`config.mk`:
```
export PLATFORM = sky130hd
export DESIGN_NAME = fhd_window
export DESIGN_NICKNAME = d
export VERILOG_FILES = /design/src/rtl/core/fire_heat_diffusion_assert.svh /design/src/rtl/core/fhd_pkg.sv /design/src/rtl/core/fhd_window.sv
export SDC_FILE = /design/constraint.sdc
export NUM_CORES = 1
export LEC_CHECK = 0
export BUFFER_PORTS_ARGS = -buffer_cell sky130_fd_sc_hd__buf_2
export CORE_AREA = 3 3 80 101
export CTS_CLUSTER_SIZE = 24
export DETAILED_ROUTE_END_ITERATION = 10
export DIE_AREA = 0 0 83 104
export PLACE_DENSITY = 0.7
export SLEW_MARGIN = 20
export SYNTH_ARGS = -nofsm -noshare
export SYNTH_HDL_FRONTEND = slang
export SYNTH_SLANG_ARGS = --single-unit
```
`constraint.sdc`:
```
create_clock -name aclk -period 3.6 [get_ports aclk]
set_input_delay 0.72 -clock aclk [delete_from_list [all_inputs] [get_ports aclk]]
set_output_delay 0.72 -clock aclk [all_outputs]
set_load 0.01 [all_outputs]
```
`src/rtl/core/fire_heat_diffusion_assert.svh`:
```
// assertion macros for the fire heat diffusion block
// used by rtl files that carry concurrent checks; no other dependencies
`ifndef FIRE_HEAT_DIFFUSION_ASSERT_SVH
`define FIRE_HEAT_DIFFUSION_ASSERT_SVH
`ifndef NO_ASSERTIONS
// clocked check, disabled while reset is asserted (active low)
`define FHD_ASSERT(lbl, clk, rstn, prop, msg) \
    lbl: assert property (@(posedge clk) disable iff (!(rstn)) (prop)) else $error(msg);
// clocked check with no reset qualifier
`define FHD_ASSERT_ALWAYS(lbl, clk, prop, msg) \
    lbl: assert property (@(posedge clk) (prop)) else $error(msg);
`else
`define FHD_ASSERT(lbl, clk, rstn, prop, msg)
`define FHD_ASSERT_ALWAYS(lbl, clk, prop, msg)
`endif
`endif

```
`src/rtl/core/fhd_pkg.sv`:
```
// shared types and constants of the fire heat diffusion block
// no dependencies; used by every module of the block
package fhd_pkg;

    localparam int HEAT_W       = 8;
    localparam int OUT_INDEX_W  = 20;
    localparam int CFG_W        = 11;
    localparam int SUM_W        = 11;

    localparam int MAX_WIDTH_DEF  = 1024;
    localparam int MAX_HEIGHT_DEF = 1024;
    localparam int MIN_DIM        = 3;
    localparam int ROW_WIDTH_RST  = 640;
    localparam int ROW_COUNT_RST  = 480;

    // sum / 6 as (sum * 2731) >> 14, exact for sums up to 6 * 255
    localparam int DIV_MUL_W = 12;
    localparam int DIV_MUL   = 2731;
    localparam int DIV_SHIFT = 14;
    localparam int PROD_W    = SUM_W + DIV_MUL_W;

    // register indexes
    localparam logic REG_ROW_WIDTH = 1'b0;
    localparam logic REG_ROW_COUNT = 1'b1;

    typedef struct packed {
        logic [HEAT_W-1:0] heat_in;
        logic              frame_start;
    } in_t;

    typedef struct packed {
        logic [HEAT_W-1:0]      heat_out;
        logic [OUT_INDEX_W-1:0] out_index;
        logic                   frame_last;
    } out_t;

    // item after the line store read has been issued
    typedef struct packed {
        logic                   valid;
        logic                   produce;
        logic [HEAT_W-1:0]      heat;
        logic [OUT_INDEX_W-1:0] index;
        logic                   last;
    } stage_b_t;

    // window sum of an item that yields a result
    typedef struct packed {
        logic                   valid;
        logic [SUM_W-1:0]       sum;
        logic [OUT_INDEX_W-1:0] index;
        logic                   last;
    } stage_c_t;

endpackage

```
`src/rtl/core/fhd_window.sv`:
```
// six tap window: keeps the two previous samples of both rows and sums them
// depends on fhd_pkg for stage structs
module fhd_window (
    input  logic                           aclk,
    input  logic                           aresetn,
    input  logic                           en,
    input  logic                           fill_shift,
    input  fhd_pkg::stage_b_t              stage_b,
    input  logic [fhd_pkg::HEAT_W-1:0]     rd_data,
    output fhd_pkg::stage_c_t              stage_c
);
    import fhd_pkg::*;

    // up taps come from the line store, cur taps from the stream itself
    logic [HEAT_W-1:0] up1_reg, up2_reg, cur1_reg, cur2_reg;
    logic [SUM_W-1:0]  sum_next;
    stage_c_t          stage_c_reg, stage_c_next;

    always_comb begin
        sum_next = SUM_W'(up2_reg) + SUM_W'(up1_reg) + SUM_W'(rd_data)
                 + SUM_W'(cur2_reg) + SUM_W'(cur1_reg) + SUM_W'(stage_b.heat);
        stage_c_next.valid = stage_b.valid && stage_b.produce;
        stage_c_next.sum   = sum_next;
        stage_c_next.index = stage_b.index;
        stage_c_next.last  = stage_b.last;
    end

    // up taps also shift in reload reads after a row width change
    always_ff @(posedge aclk) begin
        if (fill_shift || (en && stage_b.valid)) begin
            up2_reg  <= up1_reg;
            up1_reg  <= rd_data;
        end
        if (en && stage_b.valid) begin
            cur2_reg <= cur1_reg;
            cur1_reg <= stage_b.heat;
        end
    end

    always_ff @(posedge aclk) begin
        if (!aresetn) begin
            stage_c_reg.valid <= 1'b0;
        end else if (en) begin
            stage_c_reg <= stage_c_next;
        end
    end

    assign stage_c = stage_c_reg;

endmodule

```
After elaboration in Yosys (flattened, before gate mapping):

Index checks and enable logic that the tools add are counted.
Widths: inputs -> output; s select.

* output and inout bits: 33
* bits in latches: 0
* memory bits (writable): 0
* flip-flop bits (word level): 65
* ROM bits: 0
* memories: 0
* logic and storage cells: 17
* input port bits: 43

* shift operators: 0
* equal/unequal tests: 0
* magnitude comparators: 0
* add/sub/neg operators: 5
* bitwise operators: 0
* muxes and demuxes: 0
* reduce and logical (&&, ||, !) cells: 4
* divide/modulo/power cells: 0
* $mul: 0

Operators by type and width (number)
* $add 11x8->11: 2
* $add 10x8->11: 1
* $add 9x8->10: 1
* $add 8x8->9: 1
* $logic_and 1x1->1: 2
* $reduce_and 2->1: 1
* $logic_or 1x1->1: 1

Depth between registers and ports, before layout:

* word-level depth: 5
* mapped depth: 13
* mapped depth without buffers: 13

Least setup slack after synthesis:

OpenSTA, ideal clock, no wires.

* path kind: input-to-reg
* start point: input stage_b[23] in the netlist's numbering
* end point: register stage_c_reg, in the netlist stage_c[31] (data pin)
* arrival: 3594 ps
* buffers on the path: 0
* required time: 3338 ps
* library setup time: 262 ps
* stages: 13
* path slack: -256 ps
* cell sequence: inv_1 > fa_1 > inv_1 > fa_1 > inv_1 > fa_1 > inv_1 > ha_1 > fa_1 > a21oi_1 > nor2b_1 > a31oi_1 > o21bai_1

RTL lines
* start: declaration: RTL line fhd_window.sv:8 `input fhd_pkg::stage_b_t stage_b,`
* end signal: assignment: RTL line fhd_window.sv:44 `stage_c_reg <= stage_c_next;`
* end: declaration: RTL line fhd_window.sv:17 `stage_c_t stage_c_reg, stage_c_next;`

==> metrics.md <==
| Metric | Value |
|---|---|
| Outcome | `finished, final reports clean` |
| Async S/R FF share, synth | `0%` |
| Post-synth top flop | `edfxtp_1` |
| DRT iter0 DRCs | `70` |
| Final number of hold-violating endpoints | `0` |
| DP HPWL | `4030 um` |
| #FFs+latches synth | `65` |
| Average wire per standard cell | `12.4 um` |
| Arr. time, crit path | `3540 ps` |
| Slew HR | `71.0%` |
| Mapped Cells | `221` |
| Worst slew pin tran | `435 ps` |
| Global-route wire length before repair | `9160 um` |
| Post-synth top area cell | `edfxtp_1` |
| Critical path peak fanout | `2` |
| Setup Slack @ Placement | `-219 ps` |
| Layout cells sized above 1 | `36.7%` |
| Crit path launch type | `primary input` |
| Post-synthesis cell type count | `27` |
| HP Class | `flip-flop to flip-flop` |
| Clock sink count | `65` |
| Port Buf Inserts | `75` |
| Row Count | `35` |
| Commonest cells post-synth | `inv_1, edfxtp_1, fa_1` |
| Post-synth top area share | `59.3%` |
| Die height | `104 um` |
| Worst skew pair latency | `330 ps` |
| Resize count post-CTS | `0` |
| Final setup viols | `0` |
| Max reg flops | `33` |
| CP required | `3680 ps` |
| Pwr dens | `717 nW/um^2` |
| Layout overhead on the synthesized area | `26.2%` |
| Num CTS Buffers | `9` |
| Final min period | `3460 ps` |
| WL final | `5150 um` |
| Initial antenna violation count | `0` |
| WS Path Type | `primary input to flip-flop` |
| Die ar. | `8630 um^2` |
| Overall Power | `2930 uW` |
| Leakage dissipation | `0.00190 uW` |
| Number of flops mapped to enable cells by yosys | `64` |
| Routed Antenna Nets | `0` |
| Count leader, synth | `inv_1` |
| Core ar. | `7270 um^2` |
| Hold Buf Count CTS | `0` |
| Synth Cell Area | `3240 um^2` |
| Grt total ovfl | `0` |
| Synth area leaders | `edfxtp_1, fa_1, inv_1, ha_1, xnor2_1` |
| Met2 Wirelength | `2650 um` |
| PnR worst setup slack | `143 ps` |
| Top Layer Used | `met4` |
| Number of max-cap violations | `0` |
| Fmax | `289 MHz` |
| Pre-antenna DRT Iters | `2` |
| Vias post-DR | `1836` |
| Max-slew violations | `0` |
| TritonCTS clock tree | `done` |
| Setup crit end kind | `flip-flop` |
| RePlAce Congestion | `0.799` |
| H-tree Lvls | `3` |
| Vias in the first global route | `2090` |
| GRT Total Usage | `13.6%` |
| Final worst path period share | `96.0%` |
| Post-synthesis sequential area ratio | `59.9%` |
| Yosys Warn Count | `0` |
| RSZ-0062 raised after global routing | `no` |
| Fin nets | `402` |
| Via-to-Cell Ratio | `4.41` |
| Largest net degree at the start of global routing | `33` |
| Starting Density | `44.6%` |
| Die X | `83 um` |
| Skew final | `5.66 ps` |
| Syn_area_per_cell | `14.7 um^2` |
| Met3 routed WL | `328 um` |
| DRC | `0` |
| Peak VDD IR | `0.333 mV` |
| Mapped Nets | `304` |
| Buffer count from post-CTS setup fixing | `0` |
| Clk slew on worst S/H paths | `70 ps` |
| N_diodes | `0` |
| Clock root buffer | `clkbuf_8` |
| Post-Route M1 WL | `2110 um` |
| I/O pin cnt | `76` |
| CTS max path bufs | `2` |
final timing paths:
kind               from          end  slack, ps  depth (start not counted)
max          rd_data[2]  stage_c[29]        140                         14
min          up1_reg[2]   up2_reg[2]        460                          0
min reg2reg  up1_reg[2]   up2_reg[2]        460                          0
max reg2reg  up1_reg[2]  stage_c[29]        220                         13
metrics by stage:
step           setup TNS (ps)  hold WS [ps]  util (%)  area, um^2  cells
2_1_floorplan               0           426         -        3290    221
3_3_place_gp             -608           428      53.3        3870    400
3_5_place_dp             -761           443      53.3        3870    400
4_1_cts                     0           461      56.3        4090    416
5_1_grt                     0           472      56.3        4090    416
6_report                    0           456      56.3        4090    416
cell type report:
cell class              instances  area, um^2
well taps                      92         115
fillers                       615        3180
multi-input cells              74        1040
clock buffers                   9         124
clock inverters                 7        95.1
repair buffers                 87         465
flip-flops and latches         65        1940
inverters                      82         308
routing by layer:
layer / global-route usage (%) / vias to the layer above
met4: 5.84 / 0
met2: 22.8 / 66
met5: 0 / -
met3: 5.55 / 6
li1: - / 877
met1: 15.2 / 887
worst max-delay path: stages:
cell and delay [ps]:
buf_2 90, inv_2 30, fa_1 490, inv_1 50
fa_1 510, inv_1 50, fa_1 470, inv_1 40
ha_2 190, fa_2 380, a21oi_2 120, nor2b_1 60
a31oi_1 220, xnor2_1 100
kinds of logic after synthesis:
group,Yosys count,synth area share (%)
DFF,65,59.9
adders and majority gates,40,22.8
and+or+nand+nor,16,3.36
xor gates and xnor gates,5,1.35
buffers and inverters,82,9.49
AOI/OAI and AO/OA,13,3.09
layout by cell type, fill, tap and decap left out, types with 3 or more instances in the layout:
master    synthesis  final
buf_2             0     75
buf_4             0     12
clkbuf_8          0      9
clkinv_4          0      3
edfxtp_1         64     64
fa_1             32     31
ha_1              8      4
ha_4              0      3
inv_1            82     80
xnor2_1           4      4
power breakdown:
part	switching [uW]	internal [uW]	leakage, uW	total [uW]
registers	32.4	1000	0.000619	1030
clock network	287	390	0.000111	677
logic	604	619	0.00117	1220
total	924	2010	0.00190	2930
Note: power is estimated with default switching activity, not from simulation.
