**src/rtl/core/fire_heat_diffusion_assert.svh**
```systemverilog
// assertion macros for the fire heat diffusion block
// used by rtl files that carry concurrent checks; no other dependencies
`ifndef FIRE_HEAT_DIFFUSION_ASSERT_SVH
`define FIRE_HEAT_DIFFUSION_ASSERT_SVH
`ifndef NO_ASSERTIONS
// clocked check, disabled while reset is asserted (active low)
`define FHD_ASSERT(lbl, clk, rstn, prop, msg) \
    lbl: assert property (@(posedge clk) disable iff (!(rstn)) (prop)) else $error(msg);
// clocked check with no reset qualifier
`define FHD_ASSERT_ALWAYS(lbl, clk, prop, msg) \
    lbl: assert property (@(posedge clk) (prop)) else $error(msg);
`else
`define FHD_ASSERT(lbl, clk, rstn, prop, msg)
`define FHD_ASSERT_ALWAYS(lbl, clk, prop, msg)
`endif
`endif

```
**src/rtl/core/fhd_pkg.sv**
```systemverilog
// shared types and constants of the fire heat diffusion block
// no dependencies; used by every module of the block
package fhd_pkg;

    localparam int HEAT_W       = 8;
    localparam int OUT_INDEX_W  = 20;
    localparam int CFG_W        = 11;
    localparam int SUM_W        = 11;

    localparam int MAX_WIDTH_DEF  = 1024;
    localparam int MAX_HEIGHT_DEF = 1024;
    localparam int MIN_DIM        = 3;
    localparam int ROW_WIDTH_RST  = 640;
    localparam int ROW_COUNT_RST  = 480;

    // sum / 6 as (sum * 2731) >> 14, exact for sums up to 6 * 255
    localparam int DIV_MUL_W = 12;
    localparam int DIV_MUL   = 2731;
    localparam int DIV_SHIFT = 14;
    localparam int PROD_W    = SUM_W + DIV_MUL_W;

    // register indexes
    localparam logic REG_ROW_WIDTH = 1'b0;
    localparam logic REG_ROW_COUNT = 1'b1;

    typedef struct packed {
        logic [HEAT_W-1:0] heat_in;
        logic              frame_start;
    } in_t;

    typedef struct packed {
        logic [HEAT_W-1:0]      heat_out;
        logic [OUT_INDEX_W-1:0] out_index;
        logic                   frame_last;
    } out_t;

    // item after the line store read has been issued
    typedef struct packed {
        logic                   valid;
        logic                   produce;
        logic [HEAT_W-1:0]      heat;
        logic [OUT_INDEX_W-1:0] index;
        logic                   last;
    } stage_b_t;

    // window sum of an item that yields a result
    typedef struct packed {
        logic                   valid;
        logic [SUM_W-1:0]       sum;
        logic [OUT_INDEX_W-1:0] index;
        logic                   last;
    } stage_c_t;

endpackage

```
**src/rtl/core/fhd_cool.sv**
```systemverilog
// divide by six, cool by one and hold the result in the output register
// depends on fhd_pkg for stage and result structs
module fhd_cool (
    input  logic              aclk,
    input  logic              aresetn,
    input  logic              en,
    input  fhd_pkg::stage_c_t stage_c,
    output logic              m_valid,
    output fhd_pkg::out_t     m_data
);
    import fhd_pkg::*;

    logic [PROD_W-1:0] prod;
    logic [HEAT_W-1:0] quot;
    logic              m_valid_reg, m_valid_next;
    out_t              m_data_reg, m_data_next;

    always_comb begin
        prod = PROD_W'(stage_c.sum) * PROD_W'(DIV_MUL);
        quot = prod[DIV_SHIFT +: HEAT_W];
        m_valid_next          = stage_c.valid;
        m_data_next.heat_out  = (quot != '0) ? quot - HEAT_W'(1) : quot;
        m_data_next.out_index = stage_c.index;
        m_data_next.frame_last = stage_c.last;
    end

    always_ff @(posedge aclk) begin
        if (!aresetn) begin
            m_valid_reg <= 1'b0;
        end else if (en) begin
            m_valid_reg <= m_valid_next;
        end
    end

    always_ff @(posedge aclk) begin
        if (en) begin
            m_data_reg <= m_data_next;
        end
    end

    assign m_valid = m_valid_reg;
    assign m_data  = m_data_reg;

endmodule

```
**config.mk**
```make
export PLATFORM = sky130hd
export DESIGN_NAME = fhd_cool
export DESIGN_NICKNAME = d
export VERILOG_FILES = /design/src/rtl/core/fire_heat_diffusion_assert.svh /design/src/rtl/core/fhd_pkg.sv /design/src/rtl/core/fhd_cool.sv
export SDC_FILE = /design/constraint.sdc
export NUM_CORES = 1
export LEC_CHECK = 0
export ABC_AREA = 1
export BUFFER_PORTS_ARGS = -buffer_cell sky130_fd_sc_hd__buf_2
export CAP_MARGIN = 20
export CORE_ASPECT_RATIO = 0.7
export CORE_UTILIZATION = 29
export CTS_CLUSTER_SIZE = 12
export DETAILED_ROUTE_END_ITERATION = 8
export GPL_TIMING_DRIVEN = 0
export PLACE_DENSITY = 0.57
export REMOVE_ABC_BUFFERS = 1
export SETUP_SLACK_MARGIN = 0.5
export SLEW_MARGIN = 25
export SYNTH_ARGS = -nofsm -noshare
export SYNTH_HDL_FRONTEND = slang
export SYNTH_SLANG_ARGS = --single-unit
```
**constraint.sdc**
```tcl
create_clock -name aclk -period 6.52 [get_ports aclk]
set_input_delay 0.978 -clock aclk [delete_from_list [all_inputs] [get_ports aclk]]
set_output_delay 0.978 -clock aclk [all_outputs]
set_load 0.05 [all_outputs]
```
; ---- Word-level counts from Yosys, hierarchy flattened
; Cells that the tools add are included.
[classes]
n_addsub = 1
mul = 1
mux = 1
reduce_logical = 1
[ops]
columns = operator, count
row1 = 11-bit by 12-bit multiplier with 22-bit output (second input constant), 1
row2 = 8-bit two-way mux, 1
row3 = 8-bit nonzero test, 1
row4 = 8-bit by 1-bit subtractor with 8-bit output (second input constant), 1
[word_totals]
reg_bits = 30
word_cells = 8

; ---- Logic depth before layout (Yosys ltp)
; Gate-level depths: netlist of the first run.
[logic_depth]
ltp_word = 3
mapped_depth = 26
depth_no_buf = 26

; ---- Worst setup path before layout of the first run
; No wires, ideal clock.
[synth_timing]
path_kind = input to register
start = input stage_c[26] (netlist bit)
end = register m_data_reg, in the netlist m_data[25], data pin
setup_ps = 255
arrival_time_ps = 5128
slack_ps = 1137
stages = 23
n_path_buf = 0
cell_sequence = ha_1 > inv_1 > fa_1 > fa_1 > inv_1 > fa_1 > inv_1 > fa_1 > inv_1 > ha_1 > nand2_1 > nand2_1 > o21bai_1 > a21oi_1 > nand2_1 > nand2_1 > nand2_1 > inv_1 > ha_1 > nand3_1 > nor2_1 > xor2_1 > nor2_1
[synth_rtl]
columns = element, line
row1 = "start, declared", fhd_cool.sv:7  ; input fhd_pkg::stage_c_t stage_c,
row2 = "end signal, assigned", fhd_cool.sv:37  ; m_data_reg <= m_data_next;
row3 = "end, declared", fhd_cool.sv:16  ; out_t m_data_reg, m_data_next;

==> run summary, run 1 <==
• **run status** complete, no violations
• **final-layout setup total negative slack** 0 ns
• **vias in the first global route** 3101
• **dominant delay contributor by cell family on the critical path** adder cells
• **type of element launching the critical path** input port
• **worst-skew pair later-pin latency** 0.27 ns
• **maximum number of pins on one net before global-route repair** 32
• **area of the core** 12500 um^2
• **share of post-route cells with drive strength above 1** 17.4%
• **antenna viol nets, final** 0
• **total global routing track utilization** 12.9%
• **post-synthesis sequential element count** 30
• **final hold slack** 0.554 ns
• **sequential area share after synthesis** 23.9%
• **final period demand of the worst path** 5.66 ns
• **Worst slew margin** 56.5%
• **setup repair after global routing missed its margin** false
• **slowest library cell on the worst path** fa_1
• **worst r2r src** m_valid
• **final-report max-slew violation count** 0
• **beginning of the worst hold path** m_valid
• **die width** 138 um
• **CTS Hold Buffers Added** 0
• **worst endpoint data arrival time** 5.67 ns
• **buffer type at the clock tree root** clkbuf_16
• **initial cell density of the core** 29.9%
• **total clock buffers created by CTS** 5
• **Initial DRT Pass Iterations** 5
• **highest routing layer actually used** met4
• **antenna diode count** 0
• **clock transition at the register clock pins on the worst setup and hold paths after CTS** 0.05 ns
• **count of nets after finishing** 647
• **wire length of the first global-routing pass** 13.8 mm
• **Final Hold Viols** 0
• **beginning of the critical path** stage_c[26]
• **Design Area, Final** 4400 um^2
• **PostCTS Resize Cnt** 0
• **number of buffers inserted by port buffering** 65
• **Leak** 2.39 nW
• **aggregate global routing overflow** 0
• **total routed wirelength** 7.85 mm
• **overall die area** 13300 um^2
• **routed vias/inst** 4.40
• **total power density per cell area** 479 nW/um^2
• **worst setup margin** 0.863 ns
• **average instance area after synthesis** 8.52 um^2
• **critical setup path kind** input port to flip-flop
• **post-synthesis cell count** 438
• **count of warnings emitted by yosys** 0
• **Syn Std Cell Area** 3730 um^2
• **maximum fanout along the worst path** 6
• **overall power** 2.11 mW
• **final HPWL from detailed placement** 6.95 mm
• **Max rail drop VDD** 0.169 mV
• **Clock Sinks** 30
• **Clock Path Buffers** 2
• **TritonCTS clock tree** done
• **area growth from synthesis to layout** 17.9%
• **Fillers** 1274
• **Final setup violation count** 0
• **First DRT Iteration DRCs** 147
• **type of destination of the critical path** flip-flop
• **average wire per standard cell** 11.7 um
• **number of unique standard cell types used by synthesis** 24
• **ordered list of cells on the worst path** buf_2 -> ha_1 -> fa_1 -> fa_1 -> fa_1 -> inv_1 -> fa_1 -> inv_1 -> ha_1 -> a21oi_1 -> o21ai_0 -> a21oi_1 -> nand2_1 -> nand2_1 -> nand2_1 -> inv_1 -> ha_1 -> nand2_2 -> nor2_2 -> nand3_2 -> nor2_4 -> a21oi_1
• **Final period util** 86.8%
• **Crit path top cell by count** fa_1
• **die span in y** 96.9 um
• **setup fix buffers added after clock tree synthesis** 0
• **remaining design rule violation count** 0
• **Setup Skew** 0 ns
• **number of antenna violations at the first check in global routing** 0
• **Met1 Wirelength** 4.00 mm
• **Critical path buffers and inverters** 4
• **HP Class** flip-flop to flip-flop
• **met3 routed wirelength** 230 um
• **Largest register FFs** 29
• **max-cap check violation count** 0
• **total number of placement rows** 34
• **slew of the pin with the lowest slew margin** 0.652 ns
• **GPL Wtd Cong** 0.821
• **Routed met2 length** 3.56 mm
• **data required time at the worst endpoint** 6.53 ns
• **number of H-tree branching levels** 2
• **I/O pin cnt** 66
• **standard cell area after detailed placement** 4260 um^2
• **post-place setup slack** 0.530 ns
• **timing-limited maximum frequency** 177 MHz
• **via count** 2961
• **longest individual stage delay on the worst path** 0.55 ns
synthesized netlist by cell type:
master	number	area [um^2]
a21oi_2	1	8.76
nor2_4	3	33.8
nor3_2	1	10.0
nand4_1	5	31.3
xnor2_1	2	17.5
nor3_1	2	10.0
nor2_1	20	75.1
xor2_1	2	17.5
o21ai_0	6	30.0
ha_1	69	863
dfxtp_1	1	20.0
and2_1	1	6.26
nand2_2	7	43.8
nand3_1	20	100
nand3_2	1	10.0
nand2_1	106	398
or2_2	1	6.26
inv_1	103	387
nor2_2	2	12.5
edfxtp_1	29	871
fa_1	32	641
a21oi_1	18	90.1
nand2_4	1	11.3
o21bai_1	5	37.5
cell families after synthesis:
logic type               Yosys count  synth area share, %
adder cells (fa/ha/maj)          101                 40.3
AND/OR/NAND/NOR                  170                 20.1
buffers and inverters            103                 10.4
XOR/XNOR                           4                0.939
AO/OA/AOI/OAI                     30                 4.46
flip-flops                        30                 23.9
cell usage in the layout (no fill, tap or decap), types with 2 or more instances in the layout:
| cell | count |
|---|---|
| nand2_1 | 106 |
| inv_1 | 103 |
| ha_1 | 69 |
| buf_2 | 65 |
| fa_1 | 32 |
| edfxtp_1 | 29 |
| nand3_1 | 20 |
| nor2_1 | 19 |
| a21oi_1 | 18 |
| nand2_2 | 7 |
| o21ai_0 | 6 |
| nand4_1 | 5 |
| o21bai_1 | 5 |
| clkbuf_16 | 5 |
| nor2_4 | 3 |
| nor2_2 | 3 |
| nor3_1 | 2 |
| xnor2_1 | 2 |
| xor2_1 | 2 |
routing by layer:
layer | track usage [%] | up-vias
li1 | - | 1524
met4 | 2.87 | 0
met1 | 18.4 | 1391
met3 | 1.52 | 6
met2 | 20.7 | 40
met5 | 0 | -
worst register-to-register path, cell delays in order (launching register included):
cell     delay (ns)
dfxtp_1        0.30
o21ai_0        0.16
a21oi_1        0.06
per-stage QoR:
stage          utilization [%]  instances
2_1_floorplan                -        438
3_3_place_gp              34.2        665
3_5_place_dp              34.2        665
4_1_cts                   35.3        673
5_1_grt                   35.3        673
6_report                  35.3        673
cell type report:
cell class | instances | area (um^2) | share of cell area, %
clock buffers | 6 | 129 | 2.93
clock inverters | 2 | 8.76 | 0.199
inverters | 103 | 387 | 8.79
multi-input cells | 305 | 2460 | 55.8
flip-flops and latches | 30 | 891 | 20.3
well taps | 162 | 203 | 4.61
repair buffers | 65 | 325 | 7.39
report_power, final:
| group | switching (mW) | total (mW) | internal [mW] |
|---|---|---|---|
| Clock | 0.0699 | 0.208 | 0.139 |
| Combinational | 1.07 | 1.61 | 0.536 |
| Sequential | 0.00789 | 0.293 | 0.285 |
final timing paths:
| kind | endpoint | slack, ns | cells past startpoint |
|---|---|---|---|
| worst max-delay path | m_data[23] | 0.86 | 22 |
| worst min-delay path | m_valid | 0.55 | 2 |
| worst max register to register | m_valid | 5.86 | 2 |
| worst min register to register | m_valid | 0.55 | 2 |
Power figures use the tool's default switching activity.
==> run 2, diff against run 1 <==
--- a/config.mk
+++ b/config.mk
@@ -9,11 +9,12 @@
 export BUFFER_PORTS_ARGS = -buffer_cell sky130_fd_sc_hd__buf_2
 export CAP_MARGIN = 20
 export CORE_ASPECT_RATIO = 0.7
-export CORE_UTILIZATION = 29
+export CORE_UTILIZATION = 40
 export CTS_CLUSTER_SIZE = 12
 export DETAILED_ROUTE_END_ITERATION = 8
 export GPL_TIMING_DRIVEN = 0
-export PLACE_DENSITY = 0.57
+export PLACE_DENSITY = 0.7
+export RECOVER_POWER = 50
 export REMOVE_ABC_BUFFERS = 1
 export SETUP_SLACK_MARGIN = 0.5
 export SLEW_MARGIN = 25
==> run summary, run 2 (synthesis results as in run 1) <==
• **run status** finished, violations left
• **slew of the pin with the lowest slew margin** 1.57 ns, +0.919 ns
• **internal reg-to-reg setup slack** 5.81 ns, -0.05 ns
• **aggregate global routing overflow** 0, unchanged
• **total global routing track utilization** 16.6%, +3.7 points
• **antenna diode count** 0, unchanged
• **Hold Crit Endpoint** m_valid
• **type of element launching the critical path** input port
• **most common cell after layout, fill and taps aside** nand2_1
• **final period demand of the worst path** 5.70 ns, +0.0428 ns
• **most used cells in the layout excluding fill and tap cells** nand2_1, inv_1, ha_1
• **worst hold path cell count** 2, unchanged
• **Clock Sinks** 30, unchanged
• **vias in the first global route** 2998, -3.3%
• **type of destination of the critical path** flip-flop
• **share of post-route cells with drive strength above 1** 17.6%, +0.20 points
• **final-report max-slew violation count** 32, +32
• **HP Class** flip-flop to flip-flop
• **area of the core** 9070 um^2, -27%
• **number of buffers inserted by port buffering** 65, unchanged
• **First DRT Iteration DRCs** 205, +39%
• **depth of the worst register-to-register path** 2, unchanged
• **met3 routed wirelength** 251 um, +9.1%
• **Setup Skew** 0 ns, unchanged
• **worst r2r src** m_valid
• **via count** 2953, -0.27%
• **Routed met2 length** 3.48 mm, -2.0%
• **buffer type at the clock tree root** clkbuf_16
• **overall power** 2.12 mW, +0.48%
• **Worst slew margin** -4.71%, -61 points
• **Final period util** 87.4%, +0.66 points
• **setup repair after global routing missed its margin** false
• **Final setup violation count** 0, unchanged
• **worst-skew pair later-pin latency** 0.27 ns, about the same
• **total clock buffers created by CTS** 5, unchanged
• **remaining design rule violation count** 0, unchanged
• **Fillers** 882, -31%
• **antenna viol nets, final** 0, unchanged
• **setup fix buffers added after clock tree synthesis** 0, unchanged
• **total routed wirelength** 7.55 mm, -3.8%
• **Final Hold Viols** 0, unchanged
• **area growth from synthesis to layout** 17.0%
• **I/O pin cnt** 66, unchanged
• **Initial DRT Pass Iterations** 4, -1
• **overall die area** 9720 um^2, -27%
• **total power density per cell area** 486 nW/um^2, +1.3%
• **timing-limited maximum frequency** 175 MHz, -0.75%
• **Largest register FFs** 29, unchanged
• **TritonCTS clock tree** done
• **data required time at the worst endpoint** 6.54 ns, about the same
• **maximum fanout along the worst path** 6, unchanged
• **die width** 117 um, -15%
• **worst endpoint data arrival time** 5.72 ns, +0.05 ns
• **number of H-tree branching levels** 2, unchanged
• **final-layout setup total negative slack** 0 ns, unchanged
• **cell count after placement** 627, -5.7%
• **clock transition at the register clock pins on the worst setup and hold paths after CTS** 0.05 ns, about the same
• **Critical R2R Capture** m_valid
• **Max rail drop VDD** 0.196 mV, +16%
• **Met1 Wirelength** 3.80 mm, -5.1%
• **failing checks** max-capacitance violations, max-slew violations
• **initial cell density of the core** 41.1%, +11 points
• **max-cap check violation count** 1, +1
• **average wire per standard cell** 11.9 um, +1.9%
• **beginning of the worst hold path** m_valid
• **count of nets after finishing** 647, unchanged
• **standard cell area after detailed placement** 4210 um^2, -1.1%
• **routed vias/inst** 4.65, +5.7%
• **GPL Wtd Cong** 0.817, -0.48%
• **Clock Path Buffers** 2, unchanged
• **Leak** 2.39 nW, about the same
• **wire length of the first global-routing pass** 13.2 mm, -4.9%
• **highest routing layer actually used** met4
• **fraction of the core area covered by cells at the end of the flow** 48.1%, +13 points
• **total number of placement rows** 29, -15%
• **number of antenna violations at the first check in global routing** 0, unchanged
• **Design Area, Final** 4360 um^2, -0.80%
• **final HPWL from detailed placement** 6.65 mm, -4.2%
• **non-filler cells in the finished layout** 635, -5.6%
• **die span in y** 82.8 um, -15%
• **critical setup path kind** input port to flip-flop
• **maximum number of pins on one net before global-route repair** 32, unchanged
run 2: worst max path at each step:
stage | startpoint | to | slack (ns) | depth (start not counted)
CTS | stage_c[26] | m_data[27] | 0.81 | 22
finish | stage_c[26] | m_data[23] | 0.82 | 22
floorplan | stage_c[26] | m_data[25] | 1.14 | 23
global route | stage_c[26] | m_data[23] | 0.51 | 22
global placement | stage_c[26] | m_data[27] | 0.60 | 22
detailed placement | stage_c[26] | m_data[27] | 0.52 | 22
run 2: stage by stage:
step / hold slack, ns / setup WS [ns]
2_1_floorplan: 0.753 / 1.14
3_3_place_gp: 0.532 / 0.601
3_5_place_dp: 0.538 / 0.524
4_1_cts: 0.548 / 0.814
5_1_grt: 0.579 / 0.510
6_report: 0.555 / 0.820
run 2: layer usage:
layer  vias up  GRT usage (%)
met5         -              0
met3         2           2.06
li1       1529              -
met2        49           29.0
met4         0           1.77
met1      1373           22.8
run 2: cell type report:
cell class | instances | area (um^2) | area share, %
Clock buffer | 6 | 139 | 3.18
Clock inverter | 2 | 12.5 | 0.287
Inverter | 103 | 387 | 8.86
Multi-Input combinational cell | 305 | 2460 | 56.3
Sequential cell | 30 | 891 | 20.4
Tap cell | 124 | 155 | 3.56
Timing Repair Buffer | 65 | 324 | 7.43
run 2: timing repair:
action / 4_1_cts / 5_1_grt
setup endpoints to repair: 0 / 1
gates resized for setup: 0 / 1
hold buffers: 0 / 0
run 2: critical path: stages:
cell and delay [ns]:
buf_2 0.13, ha_1 0.35, fa_1 0.55, fa_1 0.54
fa_1 0.54, inv_1 0.05, fa_1 0.52, inv_1 0.04
ha_1 0.31, a21oi_1 0.20, o21ai_0 0.18, a21oi_1 0.19
nand2_1 0.07, nand2_1 0.06, nand2_1 0.11, inv_1 0.12
ha_1 0.21, nand2_2 0.07, nor2_2 0.11, nand3_2 0.13
nor2_4 0.18, a21oi_1 0.07
run 2: report_power, final:
| part | switching [mW] | internal [mW] |
|---|---|---|
| sequential | 0.00782 | 0.285 |
| combinational | 1.06 | 0.535 |
| clock | 0.0787 | 0.151 |
| total | 1.15 | 0.971 |
==> run 3, diff against run 2 <==
--- a/config.mk
+++ b/config.mk
@@ -10,6 +10,7 @@
 export CAP_MARGIN = 20
 export CORE_ASPECT_RATIO = 0.7
 export CORE_UTILIZATION = 40
+export CTS_BUF_LIST = sky130_fd_sc_hd__clkbuf_16
 export CTS_CLUSTER_SIZE = 12
 export DETAILED_ROUTE_END_ITERATION = 8
 export GPL_TIMING_DRIVEN = 0
==> constraint.sdc (replaced) <==
create_clock -name aclk -period 6.52 [get_ports aclk]
set_input_delay 0 -clock aclk [delete_from_list [all_inputs] [get_ports aclk]]
set_output_delay 0 -clock aclk [all_outputs]
set_load 0.05 [all_outputs]
==> run summary, run 3 (synthesis results as in run 1) <==
• **worst r2r src** m_valid
• **Comb pwr share** 75.9%, +0.6 points
• **longest individual stage delay on the worst path** 0.55 ns, about the same
• **max-cap check violation count** 1, unchanged
• **Critical R2R Capture** m_valid
• **worst hold path cell count** 2, unchanged
• **ordered list of cells on the worst path** buf_2 -> ha_1 -> fa_1 -> fa_1 -> fa_1 -> inv_1 -> fa_1 -> inv_1 -> ha_1 -> a21oi_1 -> o21ai_0 -> a21oi_1 -> nand2_1 -> nand2_1 -> nand2_1 -> inv_1 -> ha_1 -> nand2_2 -> nor2_2 -> nand3_2 -> nor2_4 -> a21oi_1
• **non-filler cells in the finished layout** 658, +3.6%
• **most used cells in the layout excluding fill and tap cells** nand2_1, inv_1, ha_1
• **Leak** 2.48 nW, +3.7%
• **critical setup path kind** input port to flip-flop
• **worst-skew pair later-pin latency** 0.27 ns, about the same
• **aggregate global routing overflow** 0, unchanged
• **CTS Hold Buffers Added** 23, +23
• **First DRT Iteration DRCs** 188, -8.3%
• **final HPWL from detailed placement** 6.65 mm, unchanged
• **fraction of the core area covered by cells at the end of the flow** 50.5%, +2.4 points
• **die span in y** 82.8 um, unchanged
• **fraction of power spent switching nets** 54.5%, +0.35 points
• **TritonCTS clock tree** done
• **antenna viol nets, final** 0, unchanged
• **beginning of the critical path** stage_c[26]
• **maximum fanout along the worst path** 6, unchanged
• **Final period util** 72.3%, -15 points
• **final-report max-slew violation count** 32, unchanged
• **vias in the first global route** 3145, +4.9%
• **final period demand of the worst path** 4.71 ns, -0.987 ns
• **Hold Crit Endpoint** m_data[1]
• **share of post-route cells with drive strength above 1** 16.3%, -1.3 points
• **slowest library cell on the worst path** fa_1
• **internal reg-to-reg setup slack** 5.27 ns, -0.54 ns
• **PostCTS Resize Cnt** 0, unchanged
• **worst endpoint data arrival time** 4.73 ns, -0.99 ns
• **Clock Path Buffers** 2, unchanged
• **Int Pwr** 0.968 mW, -0.35%
• **run status** finished, violations left
• **Clock Sinks** 30, unchanged
• **total routed wirelength** 8.00 mm, +6.0%
• **average wire per standard cell** 12.2 um, +2.3%
• **number of buffers inserted by port buffering** 65, unchanged
• **Sequential Power Share** 13.9%, about the same
• **Crit path top cell by count** fa_1
• **depth of the worst register-to-register path** 3, +1
• **Final Hold Viols** 0, unchanged
• **final-layout setup total negative slack** 0 ns, unchanged
• **slew of the pin with the lowest slew margin** 1.56 ns, -0.00738 ns
• **number of H-tree branching levels** 2, unchanged
• **failing checks** max-capacitance violations, max-slew violations
• **GPL Wtd Cong** 0.817, unchanged
• **worst setup margin** 1.81 ns, +0.987 ns
• **clock transition at the register clock pins on the worst setup and hold paths after CTS** 0.05 ns, about the same
• **routed vias/inst** 4.60, -0.98%
• **type of destination of the critical path** flip-flop
• **die width** 117 um, unchanged
• **total clock buffers created by CTS** 5, unchanged
• **antenna diode count** 0, unchanged
• **Design Area, Final** 4580 um^2, +5.0%
• **Initial DRT Pass Iterations** 4, unchanged
• **maximum number of pins on one net before global-route repair** 32, unchanged
• **post-place setup slack** 1.50 ns, +0.978 ns
• **HP Class** input port to flip-flop
• **remaining design rule violation count** 0, unchanged
• **setup repair after global routing missed its margin** false
• **setup fix buffers added after clock tree synthesis** 0, unchanged
• **most common cell after layout, fill and taps aside** nand2_1
• **area of the core** 9070 um^2, unchanged
• **total net switching power** 1.16 mW, +1.1%
• **timing-limited maximum frequency** 212 MHz, +21%
• **wire length of the first global-routing pass** 14.0 mm, +6.2%
• **data required time at the worst endpoint** 6.54 ns, about the same
• **Worst slew margin** -4.22%, +0.49 points
• **I/O pin cnt** 66, unchanged
• **type of element launching the critical path** input port
• **Fillers** 846, -4.1%
• **Largest register FFs** 29, unchanged
• **standard cell area after detailed placement** 4210 um^2, unchanged
• **proportion of power drawn by the clock network** 10.2%, -0.6 points
• **area growth from synthesis to layout** 22.8%
• **Max rail drop VDD** 0.200 mV, +2.4%
• **Final setup violation count** 0, unchanged
• **Setup Skew** 0 ns, unchanged
• **total global routing track utilization** 17.7%, +1.1 points
• **buffer type at the clock tree root** clkbuf_16
• **beginning of the worst hold path** stage_c[1]
• **cell count after placement** 627, unchanged
• **initial cell density of the core** 41.1%, unchanged
• **total number of placement rows** 29, unchanged
• **overall die area** 9720 um^2, unchanged
• **number of antenna violations at the first check in global routing** 0, unchanged
• **total power density per cell area** 465 nW/um^2, -4.3%
• **count of nets after finishing** 670, +3.6%
• **via count** 3030, +2.6%
[run 3: power groups by stage]
stage          combinational [mW]  sequential (mW)  clock, mW
5_1_grt                      1.85            0.299      0.231
3_3_place_gp                 1.55            0.295          0
4_1_cts                      1.61            0.293      0.223
2_1_floorplan                1.14            0.428          0
3_5_place_dp                 1.59            0.297          0
6_report                     1.61            0.295      0.218
[run 3: layout make-up]
class / count / area [um^2] / area share (%)
timing repair buffer: 88 / 553 / 12.1
inverter: 103 / 387 / 8.44
sequential: 30 / 891 / 19.4
tap: 124 / 155 / 3.39
multi-input combinational: 305 / 2450 / 53.6
clock buffer: 5 / 125 / 2.73
clock inverter: 3 / 16.3 / 0.355
[run 3: worst max path at each step]
stage | depth (start not counted) | end | slack, ns
after detailed placement | 22 | m_data[27] | 1.50
final | 22 | m_data[23] | 1.81
after floorplan | 23 | m_data[25] | 2.12
after global placement | 22 | m_data[27] | 1.58
after global routing | 22 | m_data[27] | 1.48
after CTS | 22 | m_data[27] | 1.79
[run 3: stage by stage]
step	power [mW]	hold WS, ns
finish	2.13	0.442
global placement	1.84	0.177
detailed placement	1.89	0.178
global route	2.38	0.436
CTS	2.13	0.301
floorplan	1.56	0.0935
[run 3: critical path, delay by kind of cell]
kind                     cells  cell delay, ns
AND/OR/NAND/NOR              7            0.73
buffers and inverters        4            0.34
adder cells (fa/ha/maj)      7            3.00
AO/OA/AOI/OAI                4            0.63
[run 3: routing by layer]
layer	vias to the layer above	track usage, %	part of all wire, %
met3	11	2.06	3.5
met5	-	0	0
met4	0	2.72	1.3
met1	1397	23.8	49
met2	46	31.2	46
li1	1576	-	-
